## src/hw/rtl/rrm_pkg.sv

```systemverilog
`default_nettype none

package rrm_pkg;

    localparam int MAX_MEMBERS = 16;
    localparam int IDX_W       = (MAX_MEMBERS > 1) ? $clog2(MAX_MEMBERS) : 1;
    localparam int CNT_W       = $clog2(MAX_MEMBERS + 1);
    localparam int ID_W        = 16;

    typedef enum logic [1:0] {
        FUNC_ADD    = 2'd0,
        FUNC_LIST   = 2'd1,
        FUNC_REMOVE = 2'd2,
        FUNC_NEXT   = 2'd3
    } func_t;

    typedef enum logic [1:0] {
        STAT_OK        = 2'd0,
        STAT_EMPTY     = 2'd1,
        STAT_NOT_FOUND = 2'd2,
        STAT_FULL      = 2'd3
    } status_t;

    typedef enum logic [3:0] {
        S_IDLE,
        S_LIST_RD,
        S_LIST_EMIT,
        S_RM_RD,
        S_RM_CMP,
        S_SH_RD,
        S_SH_WR,
        S_RM_DONE,
        S_NX_RD,
        S_NX_EMIT,
        S_REPLY
    } state_t;

    typedef struct packed {
        func_t            func;
        logic [ID_W-1:0]  player_id;
    } req_t;

    typedef struct packed {
        logic [ID_W-1:0]  member_id;
        status_t          status;
        logic             last;
    } rsp_t;

endpackage

`default_nettype wire

```

## src/hw/rtl/rrm_ram.sv

```systemverilog
`default_nettype none

module rrm_ram #(
    parameter int WIDTH = 16,
    parameter int DEPTH = 16
) (
    input  wire logic                                          clk,
    input  wire logic                                          we,
    input  wire logic [((DEPTH > 1) ? $clog2(DEPTH) : 1)-1:0]  waddr,
    input  wire logic [WIDTH-1:0]                              wdata,
    input  wire logic [((DEPTH > 1) ? $clog2(DEPTH) : 1)-1:0]  raddr,
    output logic      [WIDTH-1:0]                              rdata
);

    logic [WIDTH-1:0] mem [DEPTH];

    always_ff @(posedge clk)
    begin
        if (we)
        begin
            mem[waddr] <= wdata;
        end
        rdata <= mem[raddr];
    end

endmodule

`default_nettype wire

```

## src/hw/rtl/round_robin_member_ring_unit.sv

```systemverilog
// Round-robin member ring: an ordered ring of up to MAX_MEMBERS ids with a turn pointer.
// Requests enter on req (req_valid/req_ready), results leave on rsp (rsp_valid/rsp_ready).
// Operations are add, list all, remove by id and next turn; each result carries last = 1
// on the final result of its request, and list gives one result per stored id.
// The block handles one request at a time and holds req_ready low until the request's
// final result has been placed in the output register.
// The ids live in a single-port-read memory with a registered read. Add writes the id and
// replies; next turn reads and emits the turn entry; list reads and emits each stored id;
// remove scans up to the match, moves each later entry down one place, then updates count,
// turn and reply. A failed remove scans every id; an empty ring answers with no read.
// A result waits in the output register while rsp_ready is low; the sequencer stalls until
// that register is free, and nothing is lost or repeated.
// Reset empties the ring and clears the turn at once; the memory is not cleared, since an
// entry is read only after it has been written.
`default_nettype none

module round_robin_member_ring_unit
    import rrm_pkg::*;
(
    input  wire logic  clk,
    input  wire logic  rst_n,
    input  wire logic  req_valid,
    output logic       req_ready,
    input  wire req_t  req,
    output logic       rsp_valid,
    input  wire logic  rsp_ready,
    output rsp_t       rsp
);

    state_t            state_reg, state_next;
    logic [CNT_W-1:0]  count_reg, count_next;
    logic [IDX_W-1:0]  turn_pos_reg, turn_pos_next;
    logic              turn_valid_reg, turn_valid_next;
    logic [CNT_W-1:0]  idx_reg, idx_next;
    logic [IDX_W-1:0]  hit_reg, hit_next;
    logic [ID_W-1:0]   id_reg, id_next;
    status_t           status_reg, status_next;
    logic              out_valid_reg, out_valid_next;
    rsp_t              out_item_reg, out_item_next;

    logic              accept;
    logic              out_free;
    logic              emit;
    rsp_t              emit_item;
    logic              ram_we;
    logic [IDX_W-1:0]  ram_waddr;
    logic [ID_W-1:0]   ram_wdata;
    logic [IDX_W-1:0]  ram_raddr;
    logic [ID_W-1:0]   ram_rdata;
    logic [CNT_W-1:0]  idx_inc;
    logic [CNT_W-1:0]  turn_inc;
    logic [CNT_W-1:0]  count_dec;
    logic              list_last;
    logic              id_hit;

    assign req_ready = (state_reg == S_IDLE);
    assign accept    = req_valid && req_ready;
    assign out_free  = !out_valid_reg || rsp_ready;
    assign rsp_valid = out_valid_reg;
    assign rsp       = out_item_reg;

    assign idx_inc   = idx_reg + CNT_W'(1);
    assign turn_inc  = CNT_W'(turn_pos_reg) + CNT_W'(1);
    assign count_dec = count_reg - CNT_W'(1);
    assign list_last = (idx_inc == count_reg);
    assign id_hit    = (ram_rdata == id_reg);

    rrm_ram #(
        .WIDTH (ID_W),
        .DEPTH (MAX_MEMBERS)
    ) u_table (
        .clk   (clk),
        .we    (ram_we),
        .waddr (ram_waddr),
        .wdata (ram_wdata),
        .raddr (ram_raddr),
        .rdata (ram_rdata)
    );

    always_comb
    begin
        state_next = state_reg;
        case (state_reg)
            S_IDLE:
            begin
                if (accept)
                begin
                    case (req.func)
                        FUNC_ADD:
                            state_next = S_REPLY;
                        FUNC_LIST:
                            state_next = (count_reg == '0) ? S_REPLY : S_LIST_RD;
                        FUNC_REMOVE:
                            state_next = (count_reg == '0) ? S_REPLY : S_RM_RD;
                        FUNC_NEXT:
                            state_next = turn_valid_reg ? S_NX_RD : S_REPLY;
                        default:
                            state_next = S_REPLY;
                    endcase
                end
            end
            S_LIST_RD:
                state_next = S_LIST_EMIT;
            S_LIST_EMIT:
            begin
                if (out_free)
                begin
                    state_next = list_last ? S_IDLE : S_LIST_RD;
                end
            end
            S_RM_RD:
                state_next = S_RM_CMP;
            S_RM_CMP:
            begin
                if (id_hit)
                begin
                    state_next = S_SH_RD;
                end
                else if (idx_inc == count_reg)
                begin
                    state_next = S_REPLY;
                end
                else
                begin
                    state_next = S_RM_RD;
                end
            end
            S_SH_RD:
                state_next = (idx_reg == count_reg) ? S_RM_DONE : S_SH_WR;
            S_SH_WR:
                state_next = S_SH_RD;
            S_RM_DONE:
                state_next = S_REPLY;
            S_NX_RD:
                state_next = S_NX_EMIT;
            S_NX_EMIT:
            begin
                if (out_free)
                begin
                    state_next = S_IDLE;
                end
            end
            S_REPLY:
            begin
                if (out_free)
                begin
                    state_next = S_IDLE;
                end
            end
            default:
                state_next = S_IDLE;
        endcase
    end

    always_comb
    begin
        count_next      = count_reg;
        turn_pos_next   = turn_pos_reg;
        turn_valid_next = turn_valid_reg;
        idx_next        = idx_reg;
        hit_next        = hit_reg;
        id_next         = id_reg;
        status_next     = status_reg;
        emit            = 1'b0;
        emit_item       = '{member_id: '0, status: STAT_OK, last: 1'b1};
        ram_we          = 1'b0;
        ram_waddr       = count_reg[IDX_W-1:0];
        ram_wdata       = req.player_id;
        ram_raddr       = idx_reg[IDX_W-1:0];

        case (state_reg)
            S_IDLE:
            begin
                if (accept)
                begin
                    id_next     = req.player_id;
                    idx_next    = '0;
                    status_next = STAT_EMPTY;
                    if (req.func == FUNC_ADD)
                    begin
                        if (count_reg >= CNT_W'(MAX_MEMBERS))
                        begin
                            status_next = STAT_FULL;
                        end
                        else
                        begin
                            ram_we      = 1'b1;
                            count_next  = count_reg + CNT_W'(1);
                            status_next = STAT_OK;
                            if (!turn_valid_reg)
                            begin
                                turn_valid_next = 1'b1;
                                turn_pos_next   = '0;
                            end
                        end
                    end
                end
            end
            S_LIST_EMIT:
            begin
                if (out_free)
                begin
                    emit      = 1'b1;
                    emit_item = '{member_id: ram_rdata, status: STAT_OK, last: list_last};
                    idx_next  = idx_inc;
                end
            end
            S_RM_CMP:
            begin
                if (id_hit)
                begin
                    hit_next = idx_reg[IDX_W-1:0];
                    idx_next = idx_inc;
                end
                else if (idx_inc == count_reg)
                begin
                    status_next = STAT_NOT_FOUND;
                end
                else
                begin
                    idx_next = idx_inc;
                end
            end
            S_SH_WR:
            begin
                ram_we    = 1'b1;
                ram_waddr = IDX_W'(idx_reg - CNT_W'(1));
                ram_wdata = ram_rdata;
                idx_next  = idx_inc;
            end
            S_RM_DONE:
            begin
                count_next  = count_dec;
                status_next = STAT_OK;
                if (count_dec == '0)
                begin
                    turn_valid_next = 1'b0;
                    turn_pos_next   = '0;
                end
                else if (turn_valid_reg)
                begin
                    if (hit_reg < turn_pos_reg)
                    begin
                        turn_pos_next = turn_pos_reg - IDX_W'(1);
                    end
                    else if (hit_reg == turn_pos_reg && CNT_W'(turn_pos_reg) >= count_dec)
                    begin
                        turn_pos_next = '0;
                    end
                end
            end
            S_NX_RD:
                ram_raddr = turn_pos_reg;
            S_NX_EMIT:
            begin
                ram_raddr = turn_pos_reg;
                if (out_free)
                begin
                    emit          = 1'b1;
                    emit_item     = '{member_id: ram_rdata, status: STAT_OK, last: 1'b1};
                    turn_pos_next = (turn_inc >= count_reg) ? '0 : turn_inc[IDX_W-1:0];
                end
            end
            S_REPLY:
            begin
                if (out_free)
                begin
                    emit      = 1'b1;
                    emit_item = '{member_id: '0, status: status_reg, last: 1'b1};
                end
            end
            default:
            begin
                emit = 1'b0;
            end
        endcase

        out_valid_next = emit || (out_valid_reg && !rsp_ready);
        out_item_next  = emit ? emit_item : out_item_reg;
    end

    always_ff @(posedge clk or negedge rst_n)
    begin
        if (!rst_n)
        begin
            state_reg      <= S_IDLE;
            count_reg      <= '0;
            turn_pos_reg   <= '0;
            turn_valid_reg <= 1'b0;
            out_valid_reg  <= 1'b0;
        end
        else
        begin
            state_reg      <= state_next;
            count_reg      <= count_next;
            turn_pos_reg   <= turn_pos_next;
            turn_valid_reg <= turn_valid_next;
            out_valid_reg  <= out_valid_next;
        end
    end

    always_ff @(posedge clk)
    begin
        idx_reg      <= idx_next;
        hit_reg      <= hit_next;
        id_reg       <= id_next;
        status_reg   <= status_next;
        out_item_reg <= out_item_next;
    end

endmodule

`default_nettype wire
```

## config.mk

```make
export PLATFORM = sky130hd
export DESIGN_NAME = round_robin_member_ring_unit
export DESIGN_NICKNAME = d
export VERILOG_FILES = /design/src/hw/rtl/rrm_pkg.sv /design/src/hw/rtl/rrm_ram.sv /design/src/hw/rtl/round_robin_member_ring_unit.sv
export SDC_FILE = /design/constraint.sdc
export NUM_CORES = 1
export LEC_CHECK = 0
export BUFFER_PORTS_ARGS = -buffer_cell sky130_fd_sc_hd__buf_4
export CAP_MARGIN = 0
export CORE_AREA = 2 2 170 172
export CTS_BUF_LIST = sky130_fd_sc_hd__clkbuf_4 sky130_fd_sc_hd__clkbuf_8
export CTS_CLUSTER_DIAMETER = 40
export DETAILED_ROUTE_END_ITERATION = 16
export DIE_AREA = 0 0 172 174
export PLACE_DENSITY = 0.77
export SLEW_MARGIN = 10
export SYNTH_ARGS = -nofsm -noshare
export SYNTH_HDL_FRONTEND = slang
export SYNTH_SLANG_ARGS = --single-unit
```

## constraint.sdc

```tcl
create_clock -name clk -period 2.58 [get_ports clk]
set_input_delay 0.516 -clock clk [delete_from_list [all_inputs] [get_ports clk]]
set_output_delay 0.516 -clock clk [all_outputs]
set_load 0.005 [all_outputs]
```

# [Word level (Yosys, flattened, before mapping)]
# Memories as Yosys holds them, arrays and structs flattened. A register that Yosys moved wholly into a read port is not among the register bits.
# Index checks and enable logic that the tools add are counted.
[word_totals] mem_bits_rw=256 inputBits=22 word_cells=137 n_memories=1 regBits=61
[op_classes] order_cmp=4 add_sub_neg=6 n_eq_ne=30 mux=58 n_reduce_logical=26
[memory_table] name="u_table.mem" words=16 width=16 read_ports=1 rd_clocked_by_memory_dff=1 write_ports=1 line="rrm_ram.sv:15" source="logic [WIDTH-1:0] mem [DEPTH];"
[ops] op="$mux 4" count=19
[ops] op="$pmux 19 s3" count=1
[ops] op="$pmux 4 s10" count=1
[ops] op="$mux 19" count=2
[ops] op="$mux 5" count=7
[ops] op="$pmux 5 s4" count=1
[ops] op="$eq 16x16->1" count=1
[ops] op="$eq 4x3->1 const B" count=4
[ops] op="$mux 16" count=1
[ops] op="$pmux 4 s4" count=1
[ops] op="$ne 2x2->1 const B" count=7
[ops] op="$mux 1" count=13
[ops] op="$eq 4x4->1 const B" count=3
[ops] op="$mux 2" count=6
[ops] op="$pmux 4 s3" count=1
[ops] op="$reduce_and 4->1" count=3
[ops] op="$add 5x1->5 const B" count=2
[ops] op="$eq 5x5->1" count=2
[ops] op="$logic_not 5->1" count=2
[ops] op="$pmux 5 s2" count=1
[ops] op="$eq 4x2->1 const B" count=2
[ops] op="$reduce_and 8->1" count=1
[ops] op="$sub 4x1->4 const B" count=2
[ops] op="$ne 2x1->1 const B" count=3
[ops] op="other kinds (28)" count=38

# [Depth between registers and ports, before layout]
# Gate-level depths: netlist (run 1).
[logic_depth] word_depth=8 ltp_mapped=11

# [By module]
# Synthesis (run 1) repeated with hierarchy kept, for this count alone.
[unflattened] hier_cells=829 hier_area_um2=13882.1
[modules_own_cells] mod="rrm_ram" instances=1 seq_area_each_um2=8007.7 area_each_um2=10042.1 cells_per_inst=432
[modules_own_cells] mod="round_robin_member_ring_unit" instances=1 seq_area_each_um2=1756.7 area_each_um2=3839.9 cells_per_inst=397

# [Least setup slack after synthesis (run 1)]
# No wires, ideal clock.
[synth_timing] path_kind="register to register" startpoint="register state_reg[1]" endpoint="memory u_table.mem[7][0] (enable)" n_path_buf=2 path_slack_ns=-0.253 required_time_ns=2.192 path_stages_with_launch=7 period_less_slack_ns=2.833 arrival_ns=2.444 setup_ns=0.388 cell_sequence="dfrtp_1 > buf_2 > nor4_1 > and3_1 > clkbuf_1 > a31oi_1 > nor2_1"
[synth_between] elab_chain_len=6
[synth_rtl] item="start, declared" line="round_robin_member_ring_unit.sv:30" source="state_t state_reg, state_next;"
[synth_rtl] item="start signal, assigned" line="round_robin_member_ring_unit.sv:294" source="state_reg <= state_next;"
[synth_rtl] item="$logic_not 4->1 *" line="round_robin_member_ring_unit.sv:56" source="assign req_ready = (state_reg == S_IDLE);"
[synth_rtl] item="via req_ready" line="round_robin_member_ring_unit.sv:23" source="output logic req_ready,"
[synth_rtl] item="$logic_and 1x1->1" line="round_robin_member_ring_unit.sv:57" source="assign accept = req_valid && req_ready;"
[synth_rtl] item="$mux 1" line="round_robin_member_ring_unit.sv:174" source="if (accept)"
[synth_rtl] item="$pmux 1 s2 *" line="round_robin_member_ring_unit.sv:171" source="case (state_reg)"
[synth_rtl] item="$mux 1 *" line="rrm_ram.sv:19" source="if (we)"
[synth_rtl] item="$mux 1 (not written as such) *" line="rrm_ram.sv:21" source="mem[waddr] <= wdata;"
[synth_rtl] item="end, declared" line="rrm_ram.sv:15"
# The timed path passes the listed nets; every way through them passes the cells marked *.

# [Final worst setup path (run 1)]
[layout_timing] startpoint="register count_reg[3]" endpoint="register turn_pos_reg[2]"
[layout_between] elab_chain_len=5
[layout_rtl] item="start, declared" line="round_robin_member_ring_unit.sv:31" source="logic [CNT_W-1:0] count_reg, count_next;"
[layout_rtl] item="start signal, assigned" line="round_robin_member_ring_unit.sv:295" source="count_reg <= count_next;"
[layout_rtl] item="$sub 5x1->5" line="round_robin_member_ring_unit.sv:64" source="assign count_dec = count_reg - CNT_W'(1);"
[layout_rtl] item="$ge 4x5->1" line="round_robin_member_ring_unit.sv:246" source="else if (hit_reg == turn_pos_reg && CNT_W'(turn_pos_reg) >= count_dec)"
[layout_rtl] item="$logic_and 1x1->1" line="round_robin_member_ring_unit.sv:246"
[layout_rtl] item="$ne 4x4->1 (no source line)"
[layout_rtl] item="$reduce_and 8->1 (no source line)"
[layout_rtl] item="end signal, assigned" line="round_robin_member_ring_unit.sv:296" source="turn_pos_reg <= turn_pos_next;"
[layout_rtl] item="end, declared" line="round_robin_member_ring_unit.sv:32" source="logic [IDX_W-1:0] turn_pos_reg, turn_pos_next;"
# Parallel ways exist; a longest one is shown, timed or not. The select of a mux whose other input is x is not followed.
# A chain may end at the register's enable or synchronous reset.

==> flow_metrics.env, run 1 <==
export IMPL_status="complete, but fails checks"
export IMPL_violations="negative setup slack"
export IMPL_maxSlewViolCount=0
export IMPL_io_pins=43
export IMPL_cts_buffers=53
export IMPL_dieArea_sq_mm=0.02993
export IMPL_cap_violations=0
export IMPL_finalHoldViolCount=0
export IMPL_grt_busiest_layer="met2"
export IMPL_synth_compound_area_frac=0.04563
export IMPL_use_met3=0.05510
export IMPL_synth_xor_area_frac=0.02335
export IMPL_timing_final_crit_period_ns=2.602
export IMPL_critPathLaunchType="register"
export IMPL_slew_headroom=0.4901
export IMPL_muxShareOfSynthArea=0.07015
export IMPL_die_h_um=174
export IMPL_place_hpwl_mm=21.36
export IMPL_yosys_top_cells_count="edfxtp_1 (302), nand2_1 (141), nand3_1 (70), clkbuf_1 (45), nor2_1 (42)"
export IMPL_diodes=0
export IMPL_drt_first_pass_iters=6
export IMPL_syn_inst=962
export IMPL_grt_util_all_layers=0.2343
export IMPL_synth_edff_count=302
export IMPL_p_per_area_mw_per_mm2=1098
export IMPL_synth_top_cell_area_share=0.6536
export IMPL_start_util=0.4914
export IMPL_drc=0
export IMPL_synth_area_leaders="edfxtp_1 (65%), mux4_2 (5.2%), nand2_1 (3.8%), dfrtp_1 (2.7%), nand3_1 (2.5%)"
export IMPL_yosysMostFrequentCell="edfxtp_1"
export IMPL_grt_pass1_vias=8935
export IMPL_endpoint_kind="register"
export IMPL_cts_htree_levels=2
export IMPL_fp_dieW_um=172
export IMPL_critPathMaxStageDelay_ns=0.55
export IMPL_gr_usage_met2=0.3588
export IMPL_cp_slowest_cell="or4_4"
export IMPL_gp_congestion=0.9049
export IMPL_yosys_area_share_simple=0.1200
export IMPL_critical_path_buf_inv_count=0
export IMPL_antenna_found_initial=0
export IMPL_core_area_sq_mm=0.02824
export IMPL_pre_cts_ws_ns=-0.05229
export IMPL_clockBufferDepth=3
export IMPL_clock_skew_ns=0.02880
export IMPL_synth_flop_cell="edfxtp_1"
export IMPL_dpl_cell_area_sq_mm=0.01526
export IMPL_num_vias=8901
export IMPL_wire_per_inst_um=22.87
export IMPL_syn_avg_cell_area_sq_um=14.42
export IMPL_wirelength_mm=34.60
export IMPL_cp_cell_sequence="or4_4, and2_4, ha_4, o21ai_1, or4_4, a31oi_4, a21oi_1, a31oi_1"
export IMPL_cts_tree="built"
export IMPL_grt_use_met1=0.3236
export IMPL_cp_required_ns=3.07
export IMPL_largest_reg_flops=256
export IMPL_drive_gt1_frac=0.2560
export IMPL_grt_pass1_wl_mm=51.96
export IMPL_clkTransAtPathRegs_ns=0.06
export IMPL_min_period_over_period=1.009
export IMPL_grt_ovfl_total=0
export IMPL_setup_viol=1
export IMPL_grt_max_degree=65
export IMPL_final_antenna_net_count=0
export IMPL_min_path_type="input pin to register"
export IMPL_io_buffers=42
export IMPL_critPathKind="register to register"
export IMPL_rsz0062_at_grt="yes"
export IMPL_path_delay_family="simple AND/OR/NAND/NOR gates"
export IMPL_place_inst=1410
export IMPL_regMostFlops="u_table.mem"
export IMPL_area_growth_pct=18.87
export IMPL_fp_row_count=62
export IMPL_hold_ws_ns=0.1068
export IMPL_clock_root_buffer="clkbuf_8"
export IMPL_finish_instance_area_sq_mm=0.01649
export IMPL_stdcell_count=1513
export IMPL_yosysSeqAreaShare=0.7037
export IMPL_synth_top_family_by_area="simple AND/OR/NAND/NOR gates"
export IMPL_synthesis_nets=1004
export IMPL_fmax_mhz=384.3
export IMPL_tightestPinTransition_ns=0.7613
export IMPL_ys_seq_elements=333
export IMPL_cts_sinks=333
export IMPL_ir_drop_mv=0.7174
export IMPL_final_setup_worst_slack_ns=-0.02232
export IMPL_synthArstFlopShare=0.04505
export IMPL_p_leak_uw=0.005788
export IMPL_viasPerCell=5.883
export IMPL_synthAdderAreaFrac=0.01803
export IMPL_critPathArrivalTime_ns=3.09
export IMPL_netlist_cell_type_count=56
export IMPL_yosysTopAreaCell="edfxtp_1"
export IMPL_yosysWarnings=0
export IMPL_drt_iter0_markers=1247
export IMPL_worstSkewPairLatency_ns=0.60
export IMPL_fin_nets=1128
export IMPL_synthesis_area_sq_mm=0.01388
export IMPL_critPathMaxFanout=8
export IMPL_crit_top_cell="or4_4"
[layout make-up]
class / count / area (sq um)
clock buffers: 68 / 848.3
clock inverters: 30 / 271.5
fillers: 2109 / 11740
inverters: 17 / 63.81
multi-input cells: 560 / 4035
flip-flops and latches: 333 / 9764
well taps: 384 / 480.5
repair buffers: 121 / 1031
[timing repair]
| item | CTS | global route |
|---|---|---|
| gates resized for setup | 4 | 14 |
| gates cloned | 0 | 0 |
| hold buffers | 1 | 0 |
| pin swaps | 1 | 5 |
| endpoints found under the setup margin | 10 | 83 |
| buffers inserted | 0 | 4 |
| hold endpoints to repair | 15 | 0 |
[power by group]
| group | internal (uW) | leakage (uW) | switching [uW] |
|---|---|---|---|
| Sequential | 6610 | 0.00307 | 440 |
| Combinational | 2540 | 0.00216 | 3830 |
| Clock | 2580 | 0.000567 | 2100 |
| Total | 11700 | 0.00579 | 6370 |
[final timing paths]
path	start	endpoint	slack (ns)	cells after the start
max in group asynchronous	rst_n	state_reg[3]$_DFFE_PN0P_	2.04	2
worst max register to register	count_reg[3]$_DFFE_PN0P_	turn_pos_reg[2]$_DFFE_PN0P_	-0.02	8
worst min register to register	status_reg[0]$_DFFE_PP_	rsp[1]$_DFFE_PP_	0.55	1
worst max-delay path	count_reg[3]$_DFFE_PN0P_	turn_pos_reg[2]$_DFFE_PN0P_	-0.02	8
worst min-delay path	req[6]	id_reg[6]$_DFFE_PP_	0.11	1
min in group asynchronous	rst_n	turn_valid_reg$_DFFE_PN0P_	0.34	2
[per-stage QoR]
stage                     power [uW]  utilization  TNS (ns)
after global placement         13090       0.5404         0
after global routing           18920       0.5841   -0.1186
final                          18110       0.5841  -0.02232
after CTS                      17940       0.5809         0
after detailed placement       13260       0.5404   -0.1708
after floorplan                10920            -    -27.06
[routing by layer]
layer | vias to the layer above | part of all wire
met1 | 4373 | 0.40
met4 | 0 | 0.037
met3 | 98 | 0.096
li1 | 3897 | -
met2 | 533 | 0.47
met5 | - | 0
[worst reg2reg max path, cell delays in order (launching register included)]
cell and delay (ns):
dfrtp_1 0.39, or4_4 0.55, and2_4 0.19, ha_4 0.26
o21ai_1 0.05, or4_4 0.53, a31oi_4 0.29, a21oi_1 0.10
a31oi_1 0.16
[placed cells by master, fill, tap and decap left out, types with 19 or more instances in the layout]
cell,Yosys,layout
and2_1,21,19
buf_4,0,109
clkbuf_8,0,54
edfxtp_1,302,302
mux4_2,32,32
nand2_1,141,141
nand3_1,70,70
nand4_1,22,22
nor2_1,42,26
xor2_1,25,25
[kinds of logic after synthesis]
group,Yosys count
muxes,55
and+or+nand+nor,350
adders and majority gates,20
xor gates and xnor gates,37
buffers and inverters,69
DFF,333
AOI/OAI and AO/OA,98
No activity file was read; power rests on OpenSTA's default activity.
==> run 2, diff against run 1 <==
- SETUP_SLACK_MARGIN: not set -> 0.2
==> run 2 against run 1 <==
Effect of this change: the run now ends clean; die area did not move; worst hold slack got worse by 0.020 ns; combinational power grew 22%; via count up 2.7%; sequential share of layout area is 3.3 points lower; cell area increased by 5.9%; total power up 9.8%; cell count grew 2.5%; clock power rose by 6.8%; sequential power up 0.9%; register-to-register slack improved by 0.06 ns.
==> flow_metrics.env, run 2 (synthesis results as in run 1) <==
export IMPL_p_leak_uw=0.006186
export IMPL_cts_sinks=333
export IMPL_clock_root_buffer="clkbuf_8"
export IMPL_die_h_um=174
export IMPL_critPathKind="register to register"
export IMPL_cts_tree="built"
export IMPL_maxSlewViolCount=0
export IMPL_grt_max_degree=65
export IMPL_area_growth_pct=25.83
export IMPL_cts_buffers=55
export IMPL_grt_pass1_vias=8867
export IMPL_clock_skew_ns=0.05703
export IMPL_cp_slowest_cell="or4_4"
export IMPL_drt_first_pass_iters=6
export IMPL_cp_cell_sequence="inv_1, ha_4, xnor2_2, ha_1, a211o_1, a31oi_1, or4_4, a31oi_4, a21oi_2, a31oi_1"
export IMPL_fp_row_count=62
export IMPL_regMostFlops="u_table.mem"
export IMPL_fin_nets=1163
export IMPL_final_antenna_net_count=0
export IMPL_place_hpwl_mm=21.86
export IMPL_path_delay_family="compound AO/OA/AOI/OAI gates"
export IMPL_min_path_type="input pin to register"
export IMPL_crit_top_cell="a31oi_1"
export IMPL_cts_htree_levels=2
export IMPL_ir_drop_mv=0.7158
export IMPL_clkTransAtPathRegs_ns=0.06
export IMPL_status="completed"
export IMPL_setup_viol=0
export IMPL_clockBufferDepth=3
export IMPL_tightestPinTransition_ns=0.7025
export IMPL_grt_ovfl_total=0
export IMPL_critPathMaxFanout=6
export IMPL_worstHoldPathCells=1
export IMPL_timing_final_crit_period_ns=2.545
export IMPL_viasPerCell=5.893
export IMPL_grt_pass1_wl_mm=51.78
export IMPL_dieArea_sq_mm=0.02993
export IMPL_io_buffers=42
export IMPL_finalSetupTns_ns=0
export IMPL_fillCellCount=1950
export IMPL_endpoint_kind="register"
export IMPL_start_util=0.4914
export IMPL_io_pins=43
export IMPL_critical_path_buf_inv_count=1
export IMPL_cap_violations=0
export IMPL_final_cell_mix="edfxtp_1 (302), nand2_1 (135), buf_4 (113)"
export IMPL_worstRegToRegCells=10
export IMPL_diodes=0
export IMPL_wire_per_inst_um=23.49
export IMPL_largest_reg_flops=256
export IMPL_core_area_sq_mm=0.02824
export IMPL_antenna_found_initial=0
export IMPL_worstSkewPairLatency_ns=0.62
export IMPL_cp_required_ns=3.10
export IMPL_final_common_cell="edfxtp_1"
export IMPL_hold_ws_ns=0.08669
export IMPL_drt_iter0_markers=1091
export IMPL_rsz0062_at_grt="yes"
export IMPL_fp_dieW_um=172
export IMPL_critPathLaunchType="register"
export IMPL_critPathArrivalTime_ns=3.06
export IMPL_num_vias=9140
export IMPL_grt_util_all_layers=0.2330
export IMPL_slew_headroom=0.5317
export IMPL_finish_instance_area_sq_mm=0.01746
export IMPL_p_per_area_mw_per_mm2=1139
export IMPL_path_depth=10
export IMPL_drc=0
export IMPL_dpl_cell_area_sq_mm=0.01544
export IMPL_fmax_mhz=392.9
export IMPL_wirelength_mm=36.44
export IMPL_gp_congestion=0.8647
export IMPL_drive_gt1_frac=0.3282
export IMPL_min_period_over_period=0.9866
export IMPL_critPathMaxStageDelay_ns=0.55
export IMPL_finalHoldViolCount=0
run 2: layer usage:
metal / share of wire / track usage
met5: 0 / 0
met4: 0.032 / 0.06968
met3: 0.093 / 0.04394
met2: 0.50 / 0.3877
met1: 0.38 / 0.3130
run 2: layout make-up:
type	count	area (sq um)	share of cell area
Clock inverter	23	249.0	0.01426
Clock buffer	80	957.2	0.05482
Multi-Input combinational cell	560	4353	0.2493
Sequential cell	333	9767	0.5594
Timing Repair Buffer	154	1590	0.09108
Inverter	17	63.81	0.003655
Tap cell	384	480.5	0.02752
run 2: path summary, 6_finish.rpt:
check,endpoint,slack [ns],from
max in group asynchronous,count_reg[0]$_DFFE_PN0P_,2.04,rst_n
min,id_reg[13]$_DFFE_PP_,0.09,req[13]
min in group asynchronous,state_reg[1]$_DFFE_PN0P_,0.30,rst_n
max,turn_pos_reg[2]$_DFFE_PN0P_,0.03,count_reg[1]$_DFFE_PN0P_
min reg2reg,rsp[5]$_DFFE_PP_,0.59,u_table.rdata[2]$_DFF_P_
max reg2reg,turn_pos_reg[2]$_DFFE_PN0P_,0.03,count_reg[1]$_DFFE_PN0P_
run 2: where the power goes:
part	leakage (uW)	switching, uW	internal [uW]	total [uW]
clock	0.000627	2180	2830	5000
sequential	0.00306	496	6610	7110
combinational	0.00250	4320	3460	7780
run 2: per-stage QoR:
| step | utilization | worst slack, ns | total power [uW] | cells |
|---|---|---|---|---|
| CTS | 0.5989 | 0.08570 | 18750 | 1527 |
| detailed placement | 0.5470 | -0.04366 | 13340 | 1411 |
| global route | 0.6184 | -0.07453 | 20740 | 1551 |
| floorplan | - | 0.06829 | 11130 | 962 |
| global placement | 0.5470 | 0.08555 | 13180 | 1411 |
| finish | 0.6184 | 0.03452 | 19890 | 1551 |
run 2: repair_timing:
action / CTS / global route
hold buffers: 1 / 0
gates resized for setup: 22 / 65
gates cloned: 3 / 3
hold endpoints to repair: 15 / 0
buffers inserted: 9 / 21
pin swaps: 7 / 17
endpoints found under the setup margin: 276 / 288
==> run 3, diff against run 2 <==
- BUFFER_PORTS_ARGS: -buffer_cell sky130_fd_sc_hd__buf_4 -> not set
- DONT_BUFFER_PORTS: not set -> 1
- PLACE_DENSITY: 0.77 -> 0.76
- REMOVE_ABC_BUFFERS: not set -> 1
==> run 3 against run 2 <==
Effect of this change: total power decreased by 11%; global-route usage decreased by 2.5 points; worst setup slack improved by 0.082 ns; first-iteration DRC count decreased by 13%; cell count decreased by 5.5%; cell area decreased by 6.8%; critical endpoint unchanged; largest cell class unchanged; highest routed layer unchanged.
==> flow_metrics.env, run 3 (synthesis results as in run 1) <==
export IMPL_cp_cell_sequence="or4_4, and2_4, ha_4, o21ai_1, or4_1, a31oi_1, buf_4, a21oi_2, a31oi_1"
export IMPL_grt_max_degree=65
export IMPL_fp_dieW_um=172
export IMPL_final_setup_worst_slack_ns=0.1168
export IMPL_viasPerCell=5.788
export IMPL_regMostFlops="u_table.mem"
export IMPL_worstSkewPairLatency_ns=0.57
export IMPL_wirelength_mm=30.66
export IMPL_final_cell_mix="edfxtp_1 (302), nand2_1 (141), nand3_1 (70)"
export IMPL_final_common_cell="edfxtp_1"
export IMPL_cts_htree_levels=2
export IMPL_status="completed"
export IMPL_critPathLaunchType="register"
export IMPL_grt_util_all_layers=0.2078
export IMPL_min_period_over_period=0.9547
export IMPL_finalHoldViolCount=0
export IMPL_clock_root_buffer="clkbuf_8"
export IMPL_drc=0
export IMPL_clockBufferDepth=3
export IMPL_utilization=0.5763
export IMPL_critPathKind="register to register"
export IMPL_grt_pass1_wl_mm=47.54
export IMPL_num_vias=8480
export IMPL_setup_viol=0
export IMPL_io_buffers=0
export IMPL_pre_cts_ws_ns=0.02221
export IMPL_wire_per_inst_um=20.93
export IMPL_drive_gt1_frac=0.2377
export IMPL_area_growth_pct=17.28
export IMPL_critPathArrivalTime_ns=2.94
export IMPL_tightestPinTransition_ns=0.8721
export IMPL_die_h_um=174
export IMPL_rsz0062_at_grt="yes"
export IMPL_reg2reg_slack_ns=0.12
export IMPL_critical_path_buf_inv_count=1
export IMPL_critPathMaxFanout=8
export IMPL_crit_top_cell="a31oi_1"
export IMPL_drt_iter0_markers=948
export IMPL_maxSlewViolCount=0
export IMPL_clkTransAtPathRegs_ns=0.07
export IMPL_dpl_cell_area_sq_mm=0.01493
export IMPL_fmax_mhz=406.0
export IMPL_timing_final_crit_period_ns=2.463
export IMPL_drt_first_pass_iters=5
export IMPL_ir_drop_mv=0.5562
export IMPL_cap_violations=0
export IMPL_min_path_type="input pin to register"
export IMPL_finish_instance_area_sq_mm=0.01627
export IMPL_largest_reg_flops=256
export IMPL_final_antenna_net_count=0
export IMPL_fin_nets=1090
export IMPL_slew_headroom=0.4125
export IMPL_cts_sinks=333
export IMPL_endpoint_kind="register"
export IMPL_grt_pass1_vias=8453
export IMPL_p_per_area_mw_per_mm2=1087
export IMPL_cp_required_ns=3.06
export IMPL_cts_buffers=47
export IMPL_antenna_found_initial=0
export IMPL_cts_tree="built"
export IMPL_fp_row_count=62
export IMPL_p_leak_uw=0.005595
export IMPL_place_hpwl_mm=19.29
export IMPL_core_area_sq_mm=0.02824
export IMPL_diodes=0
export IMPL_io_pins=43
export IMPL_critPathMaxStageDelay_ns=0.53
export IMPL_grt_ovfl_total=0
export IMPL_start_util=0.4914
export IMPL_total_power_uw=17690
export IMPL_dieArea_sq_mm=0.02993
export IMPL_clock_skew_ns=0.01774
export IMPL_path_delay_family="simple AND/OR/NAND/NOR gates"
export IMPL_gp_congestion=0.8509
export IMPL_cp_slowest_cell="or4_4"
==> run 3: cell types whose count changed in the layout (fill, tap and decap cells not counted), sizes merged <==
cell      previous run  this run
buf                149        88
clkbuf              83        64
bufinv               4         1
clkinv              13        15
clkinvlp             3         1
inv                 20        18
bufbuf               1         0
==> run 3: per-stage QoR <==
| step | TNS [ns] | cells | hold WS [ns] |
|---|---|---|---|
| after floorplan | -298.75 | 910 | 0.2204 |
| final | 0 | 1465 | 0.03675 |
| after global routing | 0 | 1465 | 0.01179 |
| after detailed placement | 0 | 1361 | 0.2210 |
| after CTS | 0 | 1455 | 0.01202 |
| after global placement | 0 | 1361 | 0.2210 |
==> run 3: routing by layer <==
| metal | up-vias | global-route usage | wire length [um] |
|---|---|---|---|
| met4 | 0 | 0.06022 | 646 |
| met2 | 419 | 0.3432 | 15170 |
| met1 | 4184 | 0.2816 | 12150 |
| met5 | - | 0 | 0 |
| li1 | 3817 | - | - |
| met3 | 60 | 0.04030 | 2687 |
==> run 3: where the power goes <==
group / internal [uW] / switching, uW / leakage [uW] / total, uW
sequential: 6620 / 397 / 0.00306 / 7010
clock: 2070 / 1860 / 0.000480 / 3940
combinational: 2910 / 3840 / 0.00205 / 6740
total: 11600 / 6100 / 0.00559 / 17700
==> run 3: area by class of cell <==
class | instances | area, sq um
well taps | 384 | 480.5
flip-flops and latches | 333 | 9768
fillers | 2108 | 11960
multi-input cells | 560 | 4090
repair buffers | 89 | 965.9
clock inverters | 18 | 123.9
inverters | 17 | 63.81
clock buffers | 64 | 780.7
==> run 3: worst reg2reg max path, cell delays in order (launching register included) <==
cell and delay, ns:
dfrtp_1 0.40, or4_4 0.53, and2_4 0.17, ha_4 0.25, o21ai_1 0.05, or4_1 0.40
a31oi_1 0.18, buf_4 0.18, a21oi_2 0.06, a31oi_1 0.16
==> run 3: path summary, 6_finish.rpt <==
path                                           from                          end  cells after the start
setup / recovery           count_reg[2]$_DFFE_PN0P_  turn_pos_reg[2]$_DFFE_PN0P_                      9
hold / removal                               req[5]          id_reg[5]$_DFFE_PP_                      0
setup reg to reg           count_reg[2]$_DFFE_PN0P_  turn_pos_reg[2]$_DFFE_PN0P_                      9
hold reg to reg             status_reg[0]$_DFFE_PP_             rsp[1]$_DFFE_PP_                      1
max in group asynchronous                     rst_n     count_reg[0]$_DFFE_PN0P_                      1
min in group asynchronous                     rst_n     state_reg[0]$_DFFE_PN0P_                      1
==> run 3: timing repair <==
action / 4_1_cts / 5_1_grt
pin swaps: 8 / 13
endpoints found under the hold margin: 15 / 0
hold buffers: 1 / 0
setup buffers: 10 / 10
gates cloned: 1 / 0
setup endpoints to repair: 25 / 279
gates resized for setup: 23 / 33
